`src/rtl/core/trmm_pkg.sv`:
```
// Shared types and constants for the upper triangular matrix multiply unit.
// No dependencies; imported by every module of the block except trmm_store.
`default_nettype none

package trmm_pkg;

  // Fixed field widths
  localparam int unsigned CNT_W     = 5;   // row_count / col_count registers
  localparam int unsigned IDX_W     = 4;   // row / col request fields
  localparam int unsigned VAL_W     = 16;  // element value and result value
  localparam int unsigned ALPHA_W   = 16;  // alpha_scale register
  localparam int unsigned CFG_IDX_W = 2;
  localparam int unsigned CFG_DAT_W = 16;
  localparam int unsigned MODE_W    = 2;

  // Shared multiplier operand widths
  localparam int unsigned MA_W      = 20;
  localparam int unsigned MB_W      = 17;
  // Low chunk of the dot-product sum for the two-pass alpha scaling
  localparam int unsigned LO_W      = 19;
  localparam int unsigned RND_SHIFT = 16;
  localparam int          RoundHalf = 1 << (RND_SHIFT - 1);
  localparam int          OneQ8     = 256;

  localparam logic [ALPHA_W-1:0] ALPHA_RESET = 16'h0100;

  typedef enum logic [MODE_W-1:0] {
    MODE_WR_A    = 2'd0,
    MODE_WR_B    = 2'd1,
    MODE_COMPUTE = 2'd2,
    MODE_RD_B    = 2'd3
  } mode_e;

  typedef enum logic [CFG_IDX_W-1:0] {
    CFG_ROWS  = 2'd0,
    CFG_COLS  = 2'd1,
    CFG_UNIT  = 2'd2,
    CFG_ALPHA = 2'd3
  } cfg_idx_e;

  // One operation handed to the shared multiply unit
  typedef struct packed {
    logic vld;   // operation present
    logic clr;   // first term of a dot product
    logic last;  // last term of a dot product
    logic scl;   // alpha scaling pass
    logic hi;    // high chunk of the scaling pass
    logic unit;  // take the diagonal of A as one
  } mul_op_t;

  // Status back from the multiply unit to the sequencer
  typedef struct packed {
    logic sum_done;  // dot product complete in the accumulator
    logic res_vld;   // rounded, saturated element ready
  } mul_sts_t;

endpackage

`default_nettype wire

```
`src/rtl/core/trmm_seq.sv`:
```
// Sequencer: walks rows, columns and dot-product terms and drives the
// shared multiply unit and the memory addresses. Depends on trmm_pkg.
`default_nettype none

module trmm_seq #(
  parameter int unsigned DIM_W = 4
) (
  input  logic                  clk_i,
  input  logic                  rst_ni,
  input  logic                  go_i,
  input  logic [DIM_W:0]        m_i,
  input  logic [DIM_W:0]        n_i,
  input  logic                  unit_i,
  input  trmm_pkg::mul_sts_t    sts_i,
  output trmm_pkg::mul_op_t     op_o,
  output logic [2*DIM_W-1:0]    a_raddr_o,
  output logic [2*DIM_W-1:0]    b_raddr_o,
  output logic [2*DIM_W-1:0]    cell_addr_o,
  output logic                  busy_o
);

  import trmm_pkg::*;

  localparam int unsigned CTR_W = DIM_W + 1;

  typedef enum logic [5:0] {
    S_IDLE  = 6'b000001,
    S_MAC   = 6'b000010,
    S_DRAIN = 6'b000100,
    S_SLO   = 6'b001000,
    S_SHI   = 6'b010000,
    S_WB    = 6'b100000
  } state_e;

  state_e           state_q, state_d;
  logic [CTR_W-1:0] r_q, r_d, c_q, c_d, k_q, k_d;
  logic [CTR_W-1:0] r_nxt, c_nxt, k_nxt;
  logic             k_last;

  assign r_nxt  = r_q + CTR_W'(1);
  assign c_nxt  = c_q + CTR_W'(1);
  assign k_nxt  = k_q + CTR_W'(1);
  assign k_last = (k_nxt == m_i);

  always_comb begin
    state_d = state_q;
    r_d     = r_q;
    c_d     = c_q;
    k_d     = k_q;
    op_o    = '0;
    unique case (state_q)
      S_IDLE: begin
        if (go_i) begin
          r_d     = '0;
          c_d     = '0;
          k_d     = '0;
          state_d = S_MAC;
        end
      end
      S_MAC: begin
        op_o.vld  = 1'b1;
        op_o.clr  = (k_q == r_q);
        op_o.unit = unit_i && (k_q == r_q);
        op_o.last = k_last;
        if (k_last) begin
          state_d = S_DRAIN;
        end else begin
          k_d = k_nxt;
        end
      end
      S_DRAIN: begin
        if (sts_i.sum_done) begin
          state_d = S_SLO;
        end
      end
      S_SLO: begin
        op_o.vld = 1'b1;
        op_o.scl = 1'b1;
        state_d  = S_SHI;
      end
      S_SHI: begin
        op_o.vld = 1'b1;
        op_o.scl = 1'b1;
        op_o.hi  = 1'b1;
        state_d  = S_WB;
      end
      S_WB: begin
        // Row r only reads rows at or below it, so it can go back in place
        if (sts_i.res_vld) begin
          if (c_nxt != n_i) begin
            c_d     = c_nxt;
            k_d     = r_q;
            state_d = S_MAC;
          end else if (r_nxt != m_i) begin
            r_d     = r_nxt;
            c_d     = '0;
            k_d     = r_nxt;
            state_d = S_MAC;
          end else begin
            state_d = S_IDLE;
          end
        end
      end
      default: state_d = S_IDLE;
    endcase
  end

  always_ff @(posedge clk_i or negedge rst_ni) begin
    if (!rst_ni) begin
      state_q <= S_IDLE;
      r_q     <= '0;
      c_q     <= '0;
      k_q     <= '0;
    end else begin
      state_q <= state_d;
      r_q     <= r_d;
      c_q     <= c_d;
      k_q     <= k_d;
    end
  end

  assign a_raddr_o   = {r_q[DIM_W-1:0], k_q[DIM_W-1:0]};
  assign b_raddr_o   = {k_q[DIM_W-1:0], c_q[DIM_W-1:0]};
  assign cell_addr_o = {r_q[DIM_W-1:0], c_q[DIM_W-1:0]};
  assign busy_o      = (state_q != S_IDLE);

endmodule

`default_nettype wire

```
`config.mk`:
```
export PLATFORM = sky130hd
export DESIGN_NAME = trmm_seq
export DESIGN_NICKNAME = d
export VERILOG_FILES = /design/src/rtl/core/trmm_pkg.sv /design/src/rtl/core/trmm_seq.sv
export SDC_FILE = /design/constraint.sdc
export NUM_CORES = 1
export LEC_CHECK = 0
export BUFFER_PORTS_ARGS = -buffer_cell sky130_fd_sc_hd__buf_4
export CORE_AREA = 2 2 61 86
export CTS_CLUSTER_SIZE = 12
export DETAILED_ROUTE_END_ITERATION = 12
export DIE_AREA = 0 0 63 88
export GPL_TIMING_DRIVEN = 0
export PLACE_DENSITY = 0.65
export SYNTH_ARGS = -nofsm -noshare
export SYNTH_HDL_FRONTEND = slang
export SYNTH_SLANG_ARGS = --single-unit
```
`constraint.sdc`:
```
create_clock -name clk_i -period 5.9 [get_ports clk_i]
set_clock_uncertainty 0.2 [all_clocks]
set_input_delay 0 -clock clk_i [delete_from_list [all_inputs] [get_ports clk_i]]
set_output_delay 0 -clock clk_i [all_outputs]
set_load 0.05 [all_outputs]
```
==> results.md, run 1 <==
* Outcome: complete, no violations
* FF+latch count, synth at 21
* Sequential element share of the synthesized area at 0.289
* Max-slew violation count at 0
* Rows at 30
* Worst slew margin at 0.341
* Async S/R FF share, synth at 1.00
* Die Height at 88 um
* Number of synthesized flops with an enable pin at 0
* Clock share of power at 0.148
* Critical-path top delay cell: dlygate4sd3_1
* Final nets at 272
* Dpl hpwl at 3130 um
* Worst setup EP type: flop
* Final Hold Fails at 0
* Power per cell area at 277 nW/um^2
* CP Cell Sequence: ha_1 -> xor3_1 -> nor3_2 -> nand3_2 -> nor2_2 -> a31oi_1 -> o22ai_1 -> dlygate4sd3_1
* R2R Path Start: c_q[0]
* Reg2reg path depth at 8
* GRT Total Usage at 0.157
* P_int at 0.000355 W
* Clock root buffer: clkbuf_8
* CP Launch Type: flop
* Clock slew at reported path FFs at 0.08 ns
* Fin crit share at 0.507
* Worst Setup SP: c_q[0]
* CTS buffer count at 3
* MaxCap Viol Count at 0
* First-pass GRT wire length at 6930 um
* Fin Setup TNS at 0 ns
* Most Used Layer, Global Route: met2
* Period minus WS final at 2.99 ns
* Post-CTS setup buffer count at 0
* Cts repair resizes at 0
* Port Buf Inserts at 46
* Synth Warn # at 0
* Synthesized area at 1820 sq um
* Die X at 63 um
* Register area at 527 sq um
* Area grow syn2layout at 29.1%
* Gate power share at 0.555
* Max VDD drop at 228 uV
* CTS sink cnt at 21
* Area of the multi-input gates at 1030 sq um
* GR Overflow Total at 0
* Synthesized instance count at 196
* Switch share at 0.455
* Vias in the first global route at 1,487
* Crit-path max cell delay at 0.56 ns
* Largest net degree at the start of global routing at 21
* Kind of critical path: reg -> reg
* Vias post-DR at 1,578
* Die area at 5540 sq um
* Drt drc at 0
* Hold WC Path Type: in -> async
* Synth Flop Type: dfrtp_1
* Antenna violations before repair at 0
* DRT iter0 DRCs at 52
* Syn nets at 215
* Pleak at 1.15 nW
* Grt met2 use at 0.288
* RSZ-0062 raised after global routing: no
* CP Max Fanout at 8
* WP data arrival at 2.99 ns
* Seq pwr share at 0.297
* CTS tree: yes
* Actual slew at the worst max-slew pin at 0.986 ns
* CP top delay family: simple AND/OR/NAND/NOR gates
* M3 GR Usage at 0.0167
* Cell variety after synth at 54
* Diode count at 0
* Setup Viol. Count Final at 0
* Required @ worst endpoint at 5.90 ns
* Via density per instance at 4.99
* Share of cells above drive strength 1 at 0.377
* GRT met1 Usage at 0.189
* Post-CTS Hold Buffers at 6
* Crit path buffers/inverters at 1
* Psw at 0.000296 W
* R2r endpoint: state_q[0]
* Clock Latency Late Sink at 0.26 ns
* Wire per inst at 13.2 um
* Starting Density at 0.382
* Post-route ant nets at 0
* GPL Wtd Cong at 0.778
* Fillers at 468
* Max Fclk at 334 MHz
* Final WL at 4170 um
* Reg2Reg Setup Slack at 2.91 ns
* Core Area at 4770 sq um
* Post-layout util at 0.493
* CTS max path bufs at 2
* CTS H-tree depth at 1
* Ports at 47
* Avg Inst Size Synth at 9.29 sq um
* First drt pass iteration count at 4
[flip-flops by register name, indices dropped and copies added, names as in the netlist]
register,count
k_q,5
c_q,5
r_q,5
state_q,6
[layout by cell type, fill, tap and decap left out, types with 4 or more instances in the layout]
master,n
a21oi_1,5
buf_4,71
dfrtp_1,20
dlygate4sd3_1,6
inv_1,8
nand2_1,4
nand3_1,8
nand3b_1,7
nor2_1,11
o21ai_0,7
o22ai_1,7
xnor2_1,20
xor2_1,8
[power by group through the flow]
stage | Combinational, W | Clock, W | Sequential [W]
floorplan | 0.000263 | 0 | 0.000188
global placement | 0.000343 | 0 | 0.000196
detailed placement | 0.000345 | 0 | 0.000196
CTS | 0.000361 | 0.0000995 | 0.000193
global route | 0.000394 | 0.000108 | 0.000197
finish | 0.000361 | 0.0000965 | 0.000193
[logic make-up (layout without fill, tap and decap cells)]
logic type               Yosys count  after routing  synth area share
AO/OA/AOI/OAI                     40             40             0.161
XOR/XNOR                          30             30             0.161
adder cells (fa/ha/maj)            3              3            0.0206
buffers and inverters             40             96             0.144
flip-flops                        21             21             0.289
multiplexers                       4              4            0.0240
AND/OR/NAND/NOR                   58             58             0.200
[cell type report]
type,count,area share
multi-input combinational,135,0.439
sequential,21,0.224
timing repair buffer,52,0.172
buffer,31,0.0973
tap,64,0.0340
clock buffer,4,0.0191
inverter,9,0.0144
[through the flow]
step / instance area [sq um] / instances / hold WS, ns / setup WS [ns] / power, W
3_5_place_dp: 2250 / 306 / -0.291 / 3.04 / 0.000541
2_1_floorplan: 1820 / 196 / -0.496 / 2.41 / 0.000452
3_3_place_gp: 2250 / 306 / -0.299 / 3.06 / 0.000539
6_report: 2350 / 316 / 0.0276 / 2.91 / 0.000651
4_1_cts: 2350 / 316 / 0.0274 / 2.93 / 0.000653
5_1_grt: 2350 / 316 / 0.0211 / 2.74 / 0.000698
[cells in the mapped netlist (4+ instances only)]
cell,instances,share of area
a21oi_1,5,0.014
inv_1,8,0.016
buf_4,25,0.10
xnor2_1,20,0.096
nand2_1,4,0.0082
nand3b_1,7,0.029
nand3_1,8,0.022
o22ai_1,7,0.024
xor2_1,8,0.038
o21ai_0,7,0.019
dfrtp_1,20,0.27
nor2_1,11,0.023
[worst max path at each step]
stage                 end  depth (start not counted)
6_report       state_q[0]                          8
5_1_grt        state_q[0]                          8
4_1_cts        state_q[0]                          8
3_5_place_dp       k_q[0]                          8
3_3_place_gp       k_q[1]                          8
2_1_floorplan     op_o[0]                          6
[layer usage]
layer | up-vias | part of all wire
met4 | 0 | 0.0094
li1 | 785 | -
met1 | 748 | 0.43
met3 | 2 | 0.041
met2 | 43 | 0.52
met5 | - | 0
(Power assumes the default switching activity.)
==> inputs of run 2 (changes only) <==
Settings changed: ABC_AREA from default to 1, CORE_AREA 2 2 61 86 to 2 2 64 90, DIE_AREA 0 0 63 88 to 0 0 66 92, PLACE_DENSITY 0.65 to 0.64.
Clock period 5.9 ns to 2.8 ns, I/O delays scaled along.
==> run 2 against run 1 <==
Critical endpoint is now k_q[2]; first-iteration DRC count up 110%; worst hold slack worse by 0.010 ns; total power up 110%; largest power group unchanged.
==> results.md, run 2 <==
* CP endpoint: k_q[2]
* Number of synthesized flops with an enable pin at 0
* Share of cells above drive strength 1 at 0.281
* R2R Path Start: r_q[1]
* Max reg flops at 6
* Syn nets at 331
* First-pass GRT wire length at 7710 um
* CP Launch Type: flop
* Post-route ant nets at 0
* Top cells by area, synth: dfrtp_1, nand2_1, buf_4, inv_1, nand3_1
* FF+latch count, synth at 21
* Clock slew at reported path FFs at 0.08 ns
* Reg2reg path depth at 12
* Outcome: complete, no violations
* Area grow syn2layout at 26.3%
* Required @ worst endpoint at 2.76 ns
* Post-CTS setup buffer count at 0
* Die area at 6070 sq um
* Hold WC Path Type: in -> async
* Largest net degree at the start of global routing at 21
* Max Fclk at 447 MHz
* Via density per instance at 4.52
* Most Used Layer, Global Route: met2
* Starting Density at 0.372
* GRT Total Usage at 0.160
* DRT iter0 DRCs at 108
* Core Area at 5370 sq um
* Pleak at 1.43 nW
* Actual slew at the worst max-slew pin at 0.952 ns
* CTS buffer count at 3
* Die X at 66 um
* Clock root buffer: clkbuf_8
* CTS max path bufs at 2
* CTS tree: yes
* Sequential element share of the synthesized area at 0.264
* Final WL at 4600 um
* Die Height at 92 um
* Top-count cell post-synth: nand2_1
* Async S/R FF share, synth at 1.00
* Synthesized area at 1990 sq um
* M3 GR Usage at 0.0160
* Setup Viol. Count Final at 0
* Synthesized instance count at 312
* Synth Warn # at 0
* Port Buf Inserts at 46
* Synth cell count leaders: nand2_1, inv_1, nand3_1
* CTS sink cnt at 21
* Vias in the first global route at 1,766
* Fin crit share at 0.799
* Kind of critical path: reg -> reg
* Ports at 47
* GR Overflow Total at 0
* Post-CTS Hold Buffers at 5
* GPL Wtd Cong at 0.798
* Worst slew margin at 0.363
* WP data arrival at 2.19 ns
* Dominant cell type by area after synthesis: dfrtp_1
* CTS H-tree depth at 1
* Grt met2 use at 0.292
* Wire per inst at 10.6 um
* Final nets at 387
* Reg2Reg Setup Slack at 0.56 ns
* Dpl hpwl at 3610 um
* Antenna violations before repair at 0
* Worst setup EP type: flop
* MaxCap Viol Count at 0
* Final Hold Fails at 0
* Vias post-DR at 1,965
* Period minus WS final at 2.24 ns
* CP Max Fanout at 8
* Synth Flop Type: dfrtp_1
* Cts repair resizes at 0
* Cell variety after synth at 28
* Clock Latency Late Sink at 0.27 ns
* R2r endpoint: k_q[2]
* Max-slew violation count at 0
* Most common cell after layout, fill and taps aside: nand2_1
* Top reg by flops: state_q
* First drt pass iteration count at 4
* Diode count at 0
* Top-area cell type share of the netlist area at 0.251
* Avg Inst Size Synth at 6.39 sq um
* Power per cell area at 549 nW/um^2
* Rows at 32
* GRT met1 Usage at 0.191
* Post-layout util at 0.470
* Most frequent cells in the layout: nand2_1, buf_4, inv_1
* Fin Setup TNS at 0 ns
* Worst Setup SP: r_q[1]
* Max VDD drop at 466 uV
* Drt drc at 0
* RSZ-0062 raised after global routing: no
==> run 2: changes by cell type after synthesis, moves of 8 or more <==
cell,delta
nand2_1,+106
xor2_1,-8
nand3_1,+20
xnor2_1,-15
nand4_1,+13
inv_1,+37
==> run 2: worst min path at each step <==
stage	to	depth (start not counted)
2_1_floorplan	c_q[0]	0
3_3_place_gp	state_q[2]	1
3_5_place_dp	state_q[2]	1
4_1_cts	state_q[0]	2
5_1_grt	state_q[0]	2
6_report	state_q[0]	2
==> run 2: cells by family (layout without fill, tap and decap cells) <==
family,Yosys count,after routing,share of synthesized area
compound gates,6,6,0.0157
xor+xnor,5,5,0.0220
buf+inv,78,133,0.198
flops,21,21,0.264
simple gates,199,199,0.482
fa+ha+maj,3,3,0.0188
==> run 2: area by class of cell <==
cell class,instances,area (sq um)
Sequential cell,21,527
Fill cell,576,2850
Timing Repair Buffer,51,395
Tap cell,68,85.1
Inverter,50,193
Clock buffer,4,45.0
Buffer,28,201
Multi-Input combinational cell,213,1070
==> run 2: critical path, cell delays in order (launching register included) <==
cell     delay (ns)
dfrtp_1        0.49
ha_1           0.37
inv_1          0.06
nand2_1        0.05
nand2_1        0.05
nor2_1         0.15
nand3_1        0.10
nor2_1         0.10
nand4_1        0.16
nor2_1         0.19
nor2_2         0.09
nand2_1        0.07
nand2_1        0.05
==> run 2: metal layers <==
| metal | part of all wire | vias to the layer above |
|---|---|---|
| met4 | 0.018 | 0 |
| met5 | 0 | - |
| met2 | 0.51 | 36 |
| met1 | 0.44 | 865 |
| li1 | - | 1057 |
| met3 | 0.032 | 7 |
==> run 2: power by group <==
part | total, W | switching [W] | internal, W | leakage (nW)
clock network | 0.000207 | 0.000105 | 0.000102 | 0.0228
registers | 0.000380 | 0.0000372 | 0.000342 | 0.287
logic | 0.000796 | 0.000535 | 0.000261 | 1.12
total | 0.00138 | 0.000677 | 0.000705 | 1.43
==> run 2: per-stage QoR <==
stage,hold slack [ns],std cells,area [sq um],setup WS (ns),power [W]
after CTS,0.0130,435,2520,0.540,0.00140
final,0.0174,435,2520,0.563,0.00138
after detailed placement,-0.291,426,2420,0.556,0.00118
after global routing,0.0293,435,2520,0.363,0.00148
after global placement,-0.297,426,2420,0.577,0.00117
after floorplan,-0.496,312,1990,0.523,0.000980
