<file path="config.mk">
export PLATFORM = sky130hd
export DESIGN_NAME = trmm_mul
export DESIGN_NICKNAME = d
export VERILOG_FILES = /design/src/rtl/core/trmm_pkg.sv /design/src/rtl/core/trmm_mul.sv
export SDC_FILE = /design/constraint.sdc
export NUM_CORES = 1
export LEC_CHECK = 0
export ABC_CLOCK_PERIOD_IN_PS = 10300
export BUFFER_PORTS_ARGS = -buffer_cell sky130_fd_sc_hd__buf_2
export CORE_MARGIN = 3
export CORE_UTILIZATION = 65
export DETAILED_ROUTE_END_ITERATION = 8
export GPL_TIMING_DRIVEN = 0
export PLACE_DENSITY = 0.83
export SLEW_MARGIN = 25
export SYNTH_ARGS = -nofsm -noshare
export SYNTH_HDL_FRONTEND = slang
export SYNTH_SLANG_ARGS = --single-unit
</file>
<file path="constraint.sdc">
create_clock -name clk_i -period 10.3 [get_ports clk_i]
set_input_delay 0.515 -clock clk_i [delete_from_list [all_inputs] [get_ports clk_i]]
set_output_delay 0.515 -clock clk_i [all_outputs]
set_load 0.1 [all_outputs]
</file>
<file path="src/rtl/core/trmm_pkg.sv">
// Shared types and constants for the upper triangular matrix multiply unit.
// No dependencies; imported by every module of the block except trmm_store.
`default_nettype none

package trmm_pkg;

  // Fixed field widths
  localparam int unsigned CNT_W     = 5;   // row_count / col_count registers
  localparam int unsigned IDX_W     = 4;   // row / col request fields
  localparam int unsigned VAL_W     = 16;  // element value and result value
  localparam int unsigned ALPHA_W   = 16;  // alpha_scale register
  localparam int unsigned CFG_IDX_W = 2;
  localparam int unsigned CFG_DAT_W = 16;
  localparam int unsigned MODE_W    = 2;

  // Shared multiplier operand widths
  localparam int unsigned MA_W      = 20;
  localparam int unsigned MB_W      = 17;
  // Low chunk of the dot-product sum for the two-pass alpha scaling
  localparam int unsigned LO_W      = 19;
  localparam int unsigned RND_SHIFT = 16;
  localparam int          RoundHalf = 1 << (RND_SHIFT - 1);
  localparam int          OneQ8     = 256;

  localparam logic [ALPHA_W-1:0] ALPHA_RESET = 16'h0100;

  typedef enum logic [MODE_W-1:0] {
    MODE_WR_A    = 2'd0,
    MODE_WR_B    = 2'd1,
    MODE_COMPUTE = 2'd2,
    MODE_RD_B    = 2'd3
  } mode_e;

  typedef enum logic [CFG_IDX_W-1:0] {
    CFG_ROWS  = 2'd0,
    CFG_COLS  = 2'd1,
    CFG_UNIT  = 2'd2,
    CFG_ALPHA = 2'd3
  } cfg_idx_e;

  // One operation handed to the shared multiply unit
  typedef struct packed {
    logic vld;   // operation present
    logic clr;   // first term of a dot product
    logic last;  // last term of a dot product
    logic scl;   // alpha scaling pass
    logic hi;    // high chunk of the scaling pass
    logic unit;  // take the diagonal of A as one
  } mul_op_t;

  // Status back from the multiply unit to the sequencer
  typedef struct packed {
    logic sum_done;  // dot product complete in the accumulator
    logic res_vld;   // rounded, saturated element ready
  } mul_sts_t;

endpackage

`default_nettype wire

</file>
<file path="src/rtl/core/trmm_mul.sv">
// Shared multiply-accumulate unit: dot product, two-pass alpha scaling,
// rounding and saturation. Depends on trmm_pkg.
`default_nettype none

module trmm_mul #(
  parameter int unsigned EW = 16
) (
  input  logic                                 clk_i,
  input  logic                                 rst_ni,
  input  trmm_pkg::mul_op_t                    op_i,
  input  logic [EW-1:0]                        a_rdata_i,
  input  logic [EW-1:0]                        b_rdata_i,
  input  logic signed [trmm_pkg::ALPHA_W-1:0]  alpha_i,
  output trmm_pkg::mul_sts_t                   sts_o,
  output logic [EW-1:0]                        res_o
);

  import trmm_pkg::*;

  localparam int unsigned SUM_W = 2 * EW + 5;
  localparam int unsigned FIN_W = SUM_W + ALPHA_W;
  localparam int unsigned RND_W = FIN_W - RND_SHIFT;
  localparam int unsigned PRD_W = MA_W + MB_W;

  localparam logic signed [RND_W-1:0] MAX_POS = RND_W'((1 << (EW - 1)) - 1);
  localparam logic signed [RND_W-1:0] MIN_NEG = ~MAX_POS;

  mul_op_t                 op1_q, op2_q;
  logic signed [MA_W-1:0]  opa;
  logic signed [MB_W-1:0]  opb;
  logic signed [PRD_W-1:0] prod_q;
  logic signed [SUM_W-1:0] sum_q, sum_d;
  logic signed [FIN_W-1:0] fin_q, fin_d, fin_add, rnd_sum;
  logic signed [RND_W-1:0] rnd;
  logic [EW-1:0]           res_d, res_q;
  logic                    fin_vld_q, res_vld_q;

  // Operand select: memory data for dot-product terms, sum chunks for scaling
  always_comb begin
    if (op1_q.scl) begin
      opb = MB_W'(alpha_i);
      if (op1_q.hi) begin
        opa = MA_W'(signed'(sum_q[SUM_W-1:LO_W]));
      end else begin
        opa = MA_W'(sum_q[LO_W-1:0]);
      end
    end else begin
      opb = MB_W'(signed'(b_rdata_i));
      if (op1_q.unit) begin
        opa = MA_W'(OneQ8);
      end else begin
        opa = MA_W'(signed'(a_rdata_i));
      end
    end
  end

  // Accumulate
  always_comb begin
    sum_d   = sum_q;
    fin_d   = fin_q;
    fin_add = op2_q.hi ? (FIN_W'(prod_q) <<< LO_W) : FIN_W'(prod_q);
    if (op2_q.vld && !op2_q.scl) begin
      sum_d = (op2_q.clr ? SUM_W'(0) : sum_q) + SUM_W'(prod_q);
    end
    if (op2_q.vld && op2_q.scl) begin
      fin_d = (op2_q.hi ? fin_q : FIN_W'(0)) + fin_add;
    end
  end

  // Round to nearest, ties away from zero, then saturate
  always_comb begin
    rnd_sum = fin_q + FIN_W'(RoundHalf) - FIN_W'(fin_q[FIN_W-1]);
    rnd     = rnd_sum[FIN_W-1:RND_SHIFT];
    if (rnd > MAX_POS) begin
      res_d = MAX_POS[EW-1:0];
    end else if (rnd < MIN_NEG) begin
      res_d = MIN_NEG[EW-1:0];
    end else begin
      res_d = rnd[EW-1:0];
    end
  end

  always_ff @(posedge clk_i or negedge rst_ni) begin
    if (!rst_ni) begin
      op1_q     <= '0;
      op2_q     <= '0;
      fin_vld_q <= 1'b0;
      res_vld_q <= 1'b0;
    end else begin
      op1_q     <= op_i;
      op2_q     <= op1_q;
      fin_vld_q <= op2_q.vld & op2_q.hi;
      res_vld_q <= fin_vld_q;
    end
  end

  always_ff @(posedge clk_i) begin
    prod_q <= opa * opb;
    sum_q  <= sum_d;
    fin_q  <= fin_d;
    if (fin_vld_q) begin
      res_q <= res_d;
    end
  end

  assign sts_o.sum_done = op2_q.vld & op2_q.last & ~op2_q.scl;
  assign sts_o.res_vld  = res_vld_q;
  assign res_o          = res_q;

endmodule

`default_nettype wire

</file>
==> out/results.ini, run 1 <==
[grt]
gr-total-overflow=0
grt_first_pass_wirelength_mm=110
grt_pass1_vias=20900
antenna_found_initial=1
grt_max_degree=54
grt_use_total_pct=34.4

[die]
die_area_um2=40300
ioPinCount=74
initial_core_util_pct=66.6
die_w_um=201
rows=70
dieHeight_um=201
coreArea_um2=37000

[setup_path]
critPathLaunchType=flop
critPathTopFamily=adder cells
critical_path_required_ns=10.67
crit_arrival_ns=10.03
cpMostUsedCell=fa_1
slowest_stage=mux2i_1
cp_max_fo=10
critPathKind=reg -> reg
worst-path-buf-inv=5
max_stage_delay_ns=0.94
endpoint_kind=flop

[route]
final_antenna_net_count=0
drt_pre_antenna_iters=6
routedWlPerCell_um=20.4
drtIter0Drc=1747
routed_wl_mm=68.1
via_count=20100
drc=0
routed_via_density=6.03

[synthesis]
synthArstFlopShare_pct=8.33
synth_top_cell_area_share_pct=27.7
yosysSeqAreaShare_pct=17.2
synth-simple-area-share_pct=15.7
synth_compound_area_share_pct=12.5
yosysUniqueCellTypes=92
yosysTopAreaCell=fa_1
synth_top_flop_cell=edfxtp_1
synth_mux_area_share_pct=3.19
avgSynthCellArea_um2=9.07
yosysWarnings=0
synth_area_leaders=fa_1 (28%), edfxtp_1 (13%), ha_1 (11%)
synthCells=2721
syn_area_um2=24700
synth-edff-count=106
synth_nets=3332
synthAdderAreaFrac_pct=38.5
synth_top_family_by_area=adder cells
synth_xor_xnor_area_share_pct=4.93
ys_ff_latch=156

[timing]
worst_slew_pin_slew_ns=1.09
min_period_ns=9.65
period_share_pct=93.7
finalSetupTns_ns=0
relSlewSlack_pct=27.1
setup_viol=0
fmax_ghz=0.104
finalHoldViolations=0
setup_ws_ns=0.648
rsz0062_at_grt=no
slew_viol_final=0
fin_skew_ns=0.0106

[finish]
final-seq-area_um2=4250
fin_area_um2=26400
final_cell_mix=inv_1 (430), fa_1 (342), nand2_1 (274)
drive_gt1_share_pct=7.42
layout_commonest_cell=inv_1
area.growth.synth_to_final_pct=6.80
fillCellCount=2861
multi_input_area_um2=18500
fin_nets=3430

[clock_tree]
ctsResizeCount=0
path_clk_slew_ns=0.07
postCtsSetupRepairBufs=0
cts_hold_buf=1
clk_latency_ns=0.45
cts_sinks=156
clockBufferDepth=2
htreeDepth=4
cts_buffers=17
cts_tree=done
cts-root-buf=clkbuf_16

[hold_path]
hold_class=in -> reg

[run_status]
outcome=complete, no violations

[placed_design]
hpwl_mm=56.5
io_buffers=73
gp_congestion=1.03
dpl_worst_slack_ns=0.889
place_area_um2=25700

[job]
max_cap_viol_count=0

==> per-stage QoR <==
step | instances | hold WS [ns] | utilization (%)
2_1_floorplan | 2721 | 0.219 | -
3_3_place_gp | 3298 | 0.333 | 69.3
3_5_place_dp | 3301 | 0.339 | 69.5
4_1_cts | 3334 | 0.158 | 71.1
5_1_grt | 3336 | 0.155 | 71.1
6_report | 3337 | 0.171 | 71.1
==> final cells by class <==
cell class / instances / area share (%)
Antenna cell: 1 / 0.00949
Buffer: 80 / 1.26
Inverter: 431 / 6.14
Clock inverter: 15 / 0.584
Tap cell: 504 / 2.39
Clock buffer: 17 / 1.61
Sequential cell: 156 / 16.1
Timing Repair Buffer: 79 / 1.62
Multi-Input combinational cell: 2054 / 70.3
==> worst register-to-register path: stages, from the launching register on <==
cell	delay, ns
dfrtp_1	0.50
clkbuf_1	0.77
buf_1	0.68
clkbuf_1	0.67
mux2i_1	0.94
nor2_1	0.18
fa_1	0.55
fa_1	0.49
ha_1	0.20
fa_1	0.48
inv_1	0.06
fa_1	0.49
fa_1	0.50
inv_1	0.04
ha_1	0.35
nand2_1	0.07
o21a_1	0.22
o211ai_1	0.26
a2111oi_0	0.16
nor3_2	0.65
a41o_1	0.33
nand2_1	0.10
o21ai_0	0.36
o21ai_0	0.14
o21ai_0	0.23
xor2_1	0.15
==> synthesized netlist by cell type (24+ instances only) <==
cell type,instances
xor2_1,40
nand4_1,24
nand2_1,274
nand3_1,33
ha_1,213
and2_1,50
nor2b_1,53
inv_1,430
dfxtp_1,37
edfxtp_1,106
nand2b_1,36
a21oi_1,129
mux2i_1,28
a21o_1,72
mux2_2,45
fa_1,342
clkbuf_1,68
o21ai_0,68
xnor2_1,99
nor2_1,261
==> cell families (layout without fill, tap and decap cells) <==
logic type                 Yosys count  in the layout
muxes                               73             73
AOI/OAI and AO/OA                  455            455
DFF                                156            156
adders and majority gates          555            555
buffers and inverters              511            622
other                                1              2
and+or+nand+nor                    831            831
xor gates and xnor gates           139            139
==> layer usage <==
layer	vias to the layer above	GRT usage [%]	part of all wire [%]
met2	910	59.1	48
met4	0	15.7	5.4
met5	-	0	0
met3	211	4.99	7.4
met1	9869	43.3	39
li1	9136	-	-
==> sequential cells by signal (all words and copies together), names as in the netlist, named ones only <==
register	flops
fin_vld_q	1
res_vld_q	1
prod_q	37
op1_q	6
sum_q	37
fin_q	52
res_o	16
op2_q	5
==> final timing paths <==
path                            slack (ns)                from                  end  depth (start not counted)
worst min-delay path                  0.17             op_i[2]   op1_q[2]$_DFF_PN0_                          1
worst max-delay path                  0.65  op1_q[2]$_DFF_PN0_   prod_q[35]$_DFF_P_                         25
max in group asynchronous             9.59              rst_ni  fin_vld_q$_DFF_PN0_                          2
worst min register to register        0.35  op1_q[4]$_DFF_PN0_   op2_q[4]$_DFF_PN0_                          0
worst max register to register        0.65  op1_q[2]$_DFF_PN0_   prod_q[35]$_DFF_P_                         25
min in group asynchronous             0.49              rst_ni   op1_q[2]$_DFF_PN0_                          2
Power of run 1 is not shown: default switching activity piles up to over one toggle a cycle in this logic, so the estimate is an artifact.
==> inputs of run 2 (changes only) <==
--- a/config.mk
+++ b/config.mk
@@ -7,11 +7,9 @@
 export LEC_CHECK = 0
 export ABC_CLOCK_PERIOD_IN_PS = 10300
 export BUFFER_PORTS_ARGS = -buffer_cell sky130_fd_sc_hd__buf_2
-export CORE_MARGIN = 3
-export CORE_UTILIZATION = 65
+export CORE_UTILIZATION = 36
 export DETAILED_ROUTE_END_ITERATION = 8
 export GPL_TIMING_DRIVEN = 0
-export PLACE_DENSITY = 0.83
 export SLEW_MARGIN = 25
 export SYNTH_ARGS = -nofsm -noshare
 export SYNTH_HDL_FRONTEND = slang
==> run 2 against run 1 <==
  * Non-clock buffer count grew 1
  * Global-route usage shrank 15 points
  * Design area grew 2.0%
  * Flip-flop and latch count is the same
  * Clock-buffer cell count grew 1
  * Die area grew 73%
  * Fmax shrank 0.26%
  * Clock skew grew 0.0032 ns
  * Final cell count grew 11%
  * Setup slack lost 0.026 ns
  * Core utilization shrank 31 points
==> out/results.ini, run 2 (synthesis results as in run 1) <==
[run_status]
outcome=complete, no violations

[grt]
use_met2_pct=32.5  ; -27 points
antenna_found_initial=0  ; -1
gr-total-overflow=0  ; unchanged
use_met3_pct=2.94  ; -2.1 points
grt_max_degree=45  ; -17%
top_usage_layer=met2
grt_pass1_vias=19400  ; -7.1%
met1_usage_pct=26.6  ; -17 points
grt_use_total_pct=19.7  ; -15 points
grt_first_pass_wirelength_mm=107  ; -2.4%

[die]
ioPinCount=74  ; unchanged
die_w_um=264  ; +31%
initial_core_util_pct=36.6  ; -30 points
rows=95  ; +36%
coreArea_um2=67500  ; +82%
die_area_um2=69600  ; +73%
dieHeight_um=264  ; +31%

[job]
max_cap_viol_count=0  ; unchanged

[hold_path]
hold_class=in -> reg
hold_path_startpoint=op_i[3]

[route]
drt_pre_antenna_iters=6  ; unchanged
routedWlPerCell_um=18.0  ; -12%
routed_wl_mm=66.7  ; -2.1%
via_count=19000  ; -5.5%
drtIter0Drc=1209  ; -31%
routed_via_density=5.13  ; -15%
final_antenna_net_count=0  ; unchanged
drc=0  ; unchanged

[setup_path]
endpoint_kind=flop
cp-endpoint=prod_q[35]$_DFF_P_
worst-path-buf-inv=5  ; unchanged
r2r-start=op1_q[2]$_DFF_PN0_
critPathTopFamily=adder cells
max_stage_delay_ns=0.97  ; +0.03 ns
cpMostUsedCell=fa_1
critical_path_required_ns=10.67  ; about the same
cp_max_fo=10  ; unchanged
slowest_stage=mux2i_1
critPathLaunchType=flop
rrSetupSlack_ns=0.62  ; -0.03 ns
timing.rr.end=prod_q[35]$_DFF_P_
crit_arrival_ns=10.05  ; +0.02 ns
critical_path.startpoint=op1_q[2]$_DFF_PN0_
ff2ff_path_depth=25  ; unchanged
crit_cells=25  ; unchanged
critPathKind=reg -> reg

[clock_tree]
cts_hold_buf=1  ; unchanged
cts-root-buf=clkbuf_16
cts_sinks=156  ; unchanged
cts_tree=done
htreeDepth=4  ; unchanged
cts_buffers=17  ; unchanged
clockBufferDepth=2  ; unchanged
ctsResizeCount=0  ; unchanged
postCtsSetupRepairBufs=0  ; unchanged
clk_latency_ns=0.45  ; about the same
path_clk_slew_ns=0.07  ; about the same

[timing]
relSlewSlack_pct=25.1  ; -2.1 points
finalHoldViolations=0  ; unchanged
setup_viol=0  ; unchanged
rsz0062_at_grt=no
worst_slew_pin_slew_ns=1.12  ; +0.0310 ns
min_period_ns=9.68  ; +0.0256 ns
finalSetupTns_ns=0  ; unchanged
fmax_ghz=0.103  ; -0.26%
fin_skew_ns=0.0138  ; +0.00319 ns
period_share_pct=94.0  ; +0.25 points
slew_viol_final=0  ; unchanged

[placed_design]
io_buffers=73  ; unchanged
gp_congestion=0.928  ; -10%
hpwl_mm=56.2  ; -0.45%

[finish]
final_cell_mix=inv_1 (430), fa_1 (342), nand2_1 (274)
drive_gt1_share_pct=7.45  ; +0.033 points
area.growth.synth_to_final_pct=8.96
diodes=0  ; -1
fillCellCount=6879  ; +140%
reg_top3=fin_q (52), prod_q (37), sum_q (37)
fin_nets=3431  ; +0.029%
layout_commonest_cell=inv_1
largest_register_ffs=52  ; unchanged
max_flop_register=fin_q

[run 2: changes by cell type in the layout (fill, tap and decap cells not counted), sizes merged]
cell    change
clkbuf      +2
diode       -1
inv         +2
clkinv      -3
[run 2: layout make-up]
| cell class | instances | area [um2] | share of cell area, % |
|---|---|---|---|
| Buffer | 80 | 332 | 1.23 |
| Clock buffer | 18 | 450 | 1.67 |
| Clock inverter | 14 | 163 | 0.605 |
| Inverter | 431 | 1620 | 6.02 |
| Multi-Input combinational cell | 2054 | 18500 | 68.9 |
| Sequential cell | 156 | 4250 | 15.8 |
| Tap cell | 873 | 1090 | 4.06 |
| Timing Repair Buffer | 80 | 473 | 1.76 |
[run 2: through the flow]
step / area, um2 / worst slack (ns) / instances / utilization (%) / hold WS (ns)
detailed placement: 26200 / 0.564 / 3671 / 38.9 / 0.336
global route: 26900 / 0.148 / 3706 / 39.8 / 0.132
finish: 26900 / 0.622 / 3706 / 39.8 / 0.165
CTS: 26900 / 0.554 / 3704 / 39.8 / 0.143
floorplan: 24700 / 3.10 / 2721 / - / 0.219
global placement: 26100 / 0.487 / 3667 / 38.7 / 0.332
[run 2: routing by layer]
layer,wire (um),part of all wire [%]
met1,30500,46
met2,30600,46
met3,3720,5.6
met4,1900,2.9
met5,0,0
[run 2: how the worst min path moves through the flow]
stage / endpoint / depth (start not counted)
after floorplan: fin_vld_q$_DFF_PN0_ / 0
after global placement: op2_q[3]$_DFF_PN0_ / 0
after detailed placement: op2_q[4]$_DFF_PN0_ / 0
after CTS: op1_q[0]$_DFF_PN0_ / 1
after global routing: op1_q[0]$_DFF_PN0_ / 1
final: op1_q[3]$_DFF_PN0_ / 1
[run 2: worst register-to-register path, stage by stage, from the launching register on]
cell and delay [ns]:
dfrtp_1 0.52, clkbuf_1 0.79, buf_1 0.78, clkbuf_1 0.70, mux2i_1 0.97, nor2_1 0.15, fa_1 0.51, fa_1 0.50
ha_1 0.21, fa_1 0.48, inv_1 0.05, fa_1 0.49, fa_1 0.49, inv_1 0.04, ha_1 0.36, nand2_1 0.07
o21a_1 0.21, o211ai_1 0.22, a2111oi_0 0.14, nor3_1 0.64, a41o_1 0.32, nand2_1 0.09, o21ai_0 0.33, o21ai_0 0.14
o21ai_0 0.22, xor2_1 0.18
Power of run 2 is left out for the same reason.
